### src/rtl/core/ssa_pkg.sv
`timescale 1ns / 1ps
package ssa_pkg;
	localparam int PageCount = 64;
	localparam int PageW = $clog2(PageCount);
	localparam int PageBytes = 4096;
	localparam int HeaderBytes = 32;
	localparam int NumClasses = 8;
	localparam int SlotW = 8;
	localparam logic [SlotW-1:0] SLOT_NULL = 8'hFF;

	typedef struct packed {
		logic        mode;
		logic [15:0] request_bytes;
		logic [17:0] slot_address;
	} req_t;

	typedef struct packed {
		logic [17:0] granted_address;
		logic [2:0]  size_class;
		logic [2:0]  status;
	} rsp_t;

	localparam logic [2:0] ST_OK = 3'd0;
	localparam logic [2:0] ST_ZERO = 3'd1;
	localparam logic [2:0] ST_LARGE = 3'd2;
	localparam logic [2:0] ST_NOPAGE = 3'd3;
	localparam logic [2:0] ST_BADFREE = 3'd4;
	localparam logic [2:0] ST_LFREE = 3'd5;

	typedef enum logic [2:0] {
		CMD_NONE, CMD_LOAD, CMD_WALK, CMD_CLAIM, CMD_INIT, CMD_POP, CMD_FREE, CMD_DONE
	} cmd_t;

	typedef struct packed {
		logic walk_hit;    // current walk page has a free slot
		logic walk_end;    // walk reached end of list
		logic pages_full;
		logic init_last;
		logic early_done;  // request resolved without state work
	} stat_t;

	// Per-page record: class, next page in the class list, free chain head
	// and number of slots in use.
	typedef struct packed {
		logic [2:0]       tag;
		logic [PageW:0]   link;
		logic [SlotW-1:0] fhead;
		logic [SlotW-1:0] ucnt;
	} page_rec_t;

	// Slots per page for a class, at most 254.
	function automatic logic [SlotW-1:0] slots_in_page(input logic [2:0] c);
		logic [SlotW-1:0] n;
		case (c)
			3'd0: n = 8'd254;
			3'd1: n = 8'd127;
			3'd2: n = 8'd63;
			3'd3: n = 8'd31;
			3'd4: n = 8'd15;
			3'd5: n = 8'd7;
			3'd6: n = 8'd3;
			default: n = 8'd1;
		endcase
		return n;
	endfunction
endpackage

### src/rtl/core/ssa_ctrl.sv
`timescale 1ns / 1ps
module ssa_ctrl import ssa_pkg::*; (
	input  logic  clk,
	input  logic  arst_n,
	input  logic  start,
	input  stat_t stat,
	input  logic  is_free,
	output cmd_t  cmd,
	output logic  busy,
	output logic  done
);
	typedef enum logic [2:0] {
		S_IDLE, S_DECIDE, S_WALK, S_WAIT, S_INIT, S_POP, S_CHECK, S_OUT
	} state_t;
	state_t state_q;
	logic   free_q;

	always_comb begin
		cmd = CMD_NONE;
		case (state_q)
			S_IDLE: if (start) cmd = CMD_LOAD;
			S_WALK: begin
				if (stat.walk_end) cmd = stat.pages_full ? CMD_DONE : CMD_CLAIM;
				else if (!stat.walk_hit) cmd = CMD_WALK;
			end
			S_INIT: cmd = CMD_INIT;
			S_POP: cmd = CMD_POP;
			S_CHECK: cmd = CMD_FREE;
			default: ;
		endcase
	end

	always_ff @(posedge clk or negedge arst_n) begin
		if (!arst_n) begin
			state_q <= S_IDLE;
			busy <= 1'b0;
			done <= 1'b0;
			free_q <= 1'b0;
		end else begin
			done <= 1'b0;
			case (state_q)
				S_IDLE: if (start) begin
					state_q <= S_DECIDE;
					busy <= 1'b1;
					free_q <= is_free;
				end
				S_DECIDE: begin
					if (stat.early_done) state_q <= S_OUT;
					else if (free_q) state_q <= S_CHECK;
					else state_q <= S_WALK;
				end
				S_WALK: begin
					if (stat.walk_end) state_q <= stat.pages_full ? S_OUT : S_INIT;
					else if (stat.walk_hit) state_q <= S_POP;
					else state_q <= S_WAIT;
				end
				S_WAIT: state_q <= S_WALK;
				S_INIT: if (stat.init_last) state_q <= S_WALK;
				S_POP: state_q <= S_OUT;
				S_CHECK: state_q <= S_OUT;
				S_OUT: begin
					state_q <= S_IDLE;
					busy <= 1'b0;
					done <= 1'b1;
				end
				default: state_q <= S_IDLE;
			endcase
		end
	end

	a_done_one: assert property (@(posedge clk) disable iff (!arst_n) done |=> !done)
		else $error("done held");
	a_busy_done: assert property (@(posedge clk) disable iff (!arst_n) done |-> !busy)
		else $error("done while busy");
	a_idle_start: assert property (@(posedge clk) disable iff (!arst_n)
		(start && !busy) |=> busy) else $error("start lost");
endmodule

### config.mk
export PLATFORM = sky130hd
export DESIGN_NAME = ssa_ctrl
export DESIGN_NICKNAME = d
export VERILOG_FILES = /design/src/rtl/core/ssa_pkg.sv /design/src/rtl/core/ssa_ctrl.sv
export SDC_FILE = /design/constraint.sdc
export NUM_CORES = 1
export LEC_CHECK = 0
export BUFFER_PORTS_ARGS = -buffer_cell sky130_fd_sc_hd__clkbuf_2
export CAP_MARGIN = 20
export CORE_AREA = 2 2 39 41
export DETAILED_ROUTE_END_ITERATION = 10
export DIE_AREA = 0 0 41 43
export MAX_ROUTING_LAYER = met4
export PLACE_DENSITY = 0.55
export SLEW_MARGIN = 10
export SYNTH_ARGS = -nofsm -noshare
export SYNTH_HDL_FRONTEND = slang
export SYNTH_SLANG_ARGS = --single-unit
### constraint.sdc
create_clock -name clk -period 1.8 [get_ports clk]
set_clock_uncertainty 0.2 [all_clocks]
set_input_delay 0.27 -clock clk [delete_from_list [all_inputs] [get_ports clk]]
set_output_delay 0.27 -clock clk [all_outputs]
set_load 0.01 [all_outputs]
==> results.txt <==
CTS Buf Count: 3
Pleak: 0.243 nW
# rows: 14
GRT Residual Overflow: 0
CTS tree: built
Syn Area/Cell: 9.10 sq um
Switch Pwr: 0.000339 W
Post-Place Cell Area: 454 sq um
Vias/cell: 4.75
CP startpoint kind: flop
Fin. Hold Viols: 0
Finished Cell Area: 503 sq um
Antenna diodes: 0
CTS sink count: 6
Initial antenna violation count: 0
Vias in the first global route: 331
Worst-Margin Slew: 204 ps
Router iterations before antenna repair: 2
Final WL: 863 microns
RSZ-0062 raised after global routing: false
Port buffer count: 13
Crit Path Category: reg -> out
Clock power share: 0.139
Largest net degree at the start of global routing: 10
Synthesis Warnings: 0
Core box area: 0.00138 sq mm
Crit-path max cell delay: 430 ps
CP cell instances: nor3b_2 -> a21oi_1 -> o32ai_1 -> buf_2
Syn-to-layout area delta: 38.1%
Root buffer cell: clkbuf_4
I/O pin total: 14
Highest Clock Rate: 0.584 GHz
Period utilisation layout: 0.951
Final GP Congestion: 0.731
Slew headroom: 0.863
Syn nets: 49
Worst setup EP type: output pin
Remaining antenna violation count: 0
Nets: 70
Worst-Skew Late Latency: 240 ps
Final Max Tran Viols: 0
Internal power: 0.000522 W
Commonest non-fill, non-tap cell in the layout: clkbuf_2
Cells after Synth: 40
Comb pwr share: 0.540
Vias: 356
Die Ht: 43 microns
Worst hold path type: in -> reg
Most frequent cells in the layout: 12 x clkbuf_2, 5 x a21oi_1, 5 x dfrtp_1, 5 x buf_4
Outcome: complete, no violations
Share of layout cells above drive strength 1: 0.407
Critical Path RT: 1330 ps
Setup violators final: 0
Critical Path Slowest Stage Cell: dfrtp_1
Worst-path clk slew: 40 ps
H-tree depth: 1
Max-cap violations: 0
Clk buf depth: 2
Final Critical Period: 1710 ps
Iteration-0 DRC Markers: 2
DR DRC count: 0
Routed len/inst: 11.5 microns
Effective utilization at floorplan: 0.263
DIE AREA: 0.00176 sq mm
Fin util: 0.363
Sequential fraction of the synthesis area: 0.412
Seq pwr share: 0.321
First-pass GRT wire length: 1370 microns
Net Sw Frac: 0.394
Synthesized area: 364 sq um
Total GRT Usage: 0.124
Maximum vdd drop: 0.000462 V
Die width: 41 microns
Seq cells post-synth: 6
Power Density: 1710 mW/mm^2
Final setup TNS: 0 ps
Yosys cell types: 21
Dpl hpwl: 667 microns
CP max FO: 6
Arr. time, crit path: 1240 ps
[metal layers]
metal | vias to the layer above | GRT usage | share of wire
met5 | - | - | 0
met1 | 165 | 0.128 | 0.42
li1 | 184 | - | -
met4 | 0 | 0.0600 | 0
met2 | 7 | 0.188 | 0.52
met3 | 0 | 0.0628 | 0.052
[power groups by stage]
stage	Sequential, W	Combinational, W	Clock, W
global placement	0.000278	0.000431	0
global route	0.000294	0.000514	0.000132
finish	0.000276	0.000465	0.000120
detailed placement	0.000284	0.000430	0
floorplan	0.000258	0.000307	0
CTS	0.000281	0.000445	0.000125
[sequential cells by signal, indices dropped and copies added (netlist names)]
| signal | flops |
|---|---|
| done | 1 |
| free_q | 1 |
| state_q | 3 |
| busy | 1 |
[cells in the mapped netlist, drive strengths merged]
| library cell | number | area (sq um) |
|---|---|---|
| dfrtp | 6 | 150 |
| a21oi | 5 | 25.0 |
| buf | 3 | 17.5 |
| nand2b | 3 | 18.8 |
| a211oi | 2 | 15.0 |
| inv | 2 | 7.51 |
| nand2 | 2 | 7.51 |
| nor2 | 2 | 7.51 |
| nor3 | 2 | 10.0 |
| nor3b | 2 | 20.0 |
| o21a | 2 | 15.0 |
| o21ai | 2 | 10.0 |
| a31oi | 1 | 6.26 |
| and2b | 1 | 7.51 |
| and3 | 1 | 6.26 |
| mux2 | 1 | 15.0 |
| o31a | 1 | 8.76 |
| o31ai | 1 | 7.51 |
| o32ai | 1 | 8.76 |
[worst max-delay path, delay by kind of cell, from the launching register on]
family                 cells  cell delay, ps
flip-flops                 1             430
AO/OA/AOI/OAI              2             180
buffers and inverters      1             170
AND/OR/NAND/NOR            1             220
[worst paths after layout]
kind                                        start                      to  slack (ps)  depth (start not counted)
min in group asynchronous                  arst_n          done$_DFF_PN0_         190                          2
setup / recovery           state_q[2]$_DFFE_PN0P_                  cmd[0]          90                          4
max in group asynchronous                  arst_n  state_q[0]$_DFFE_PN0P_        1050                          2
hold / removal                            is_free      free_q$_DFFE_PN0P_          70                          2
hold reg to reg                  busy$_DFFE_PN0P_        busy$_DFFE_PN0P_         320                          2
setup reg to reg           state_q[2]$_DFFE_PN0P_      free_q$_DFFE_PN0P_         240                          4
[cells by family (layout without fill, tap and decap cells)]
family,count (synthesis),count (layout),share of synthesized area
compound gates,15,15,0.265
simple gates,13,13,0.213
flops,6,6,0.412
buf+inv,5,24,0.0687
mux,1,1,0.0412
[repair_timing]
item | 4_1_cts | 5_1_grt
endpoints found under the hold margin | 6 | 0
hold buffers | 1 | 0
setup buffers | 1 | 1
pin swaps | 1 | 1
resized for setup | 0 | 2
setup endpoints to repair | 1 | 1
[cell type report]
type                            instances  area [sq um]
Fill cell                             149           881
Clock buffer                            3          22.5
Tap cell                               16          20.0
Timing Repair Buffer                   19           113
Multi-Input combinational cell         29           189
Inverter                                2          7.51
Sequential cell                         6           151
[through the flow]
stage / instances / setup slack [ps] / hold WS [ps] / total power [W]
floorplan: 40 / 353 / -226 / 0.000565
global placement: 69 / 271 / -98.5 / 0.000709
detailed placement: 69 / 209 / -97.2 / 0.000714
CTS: 74 / 42.1 / 67.6 / 0.000851
global route: 75 / 0.793 / 72.3 / 0.000940
finish: 75 / 88.9 / 74.0 / 0.000861
No activity file was read; power rests on OpenSTA's default activity.
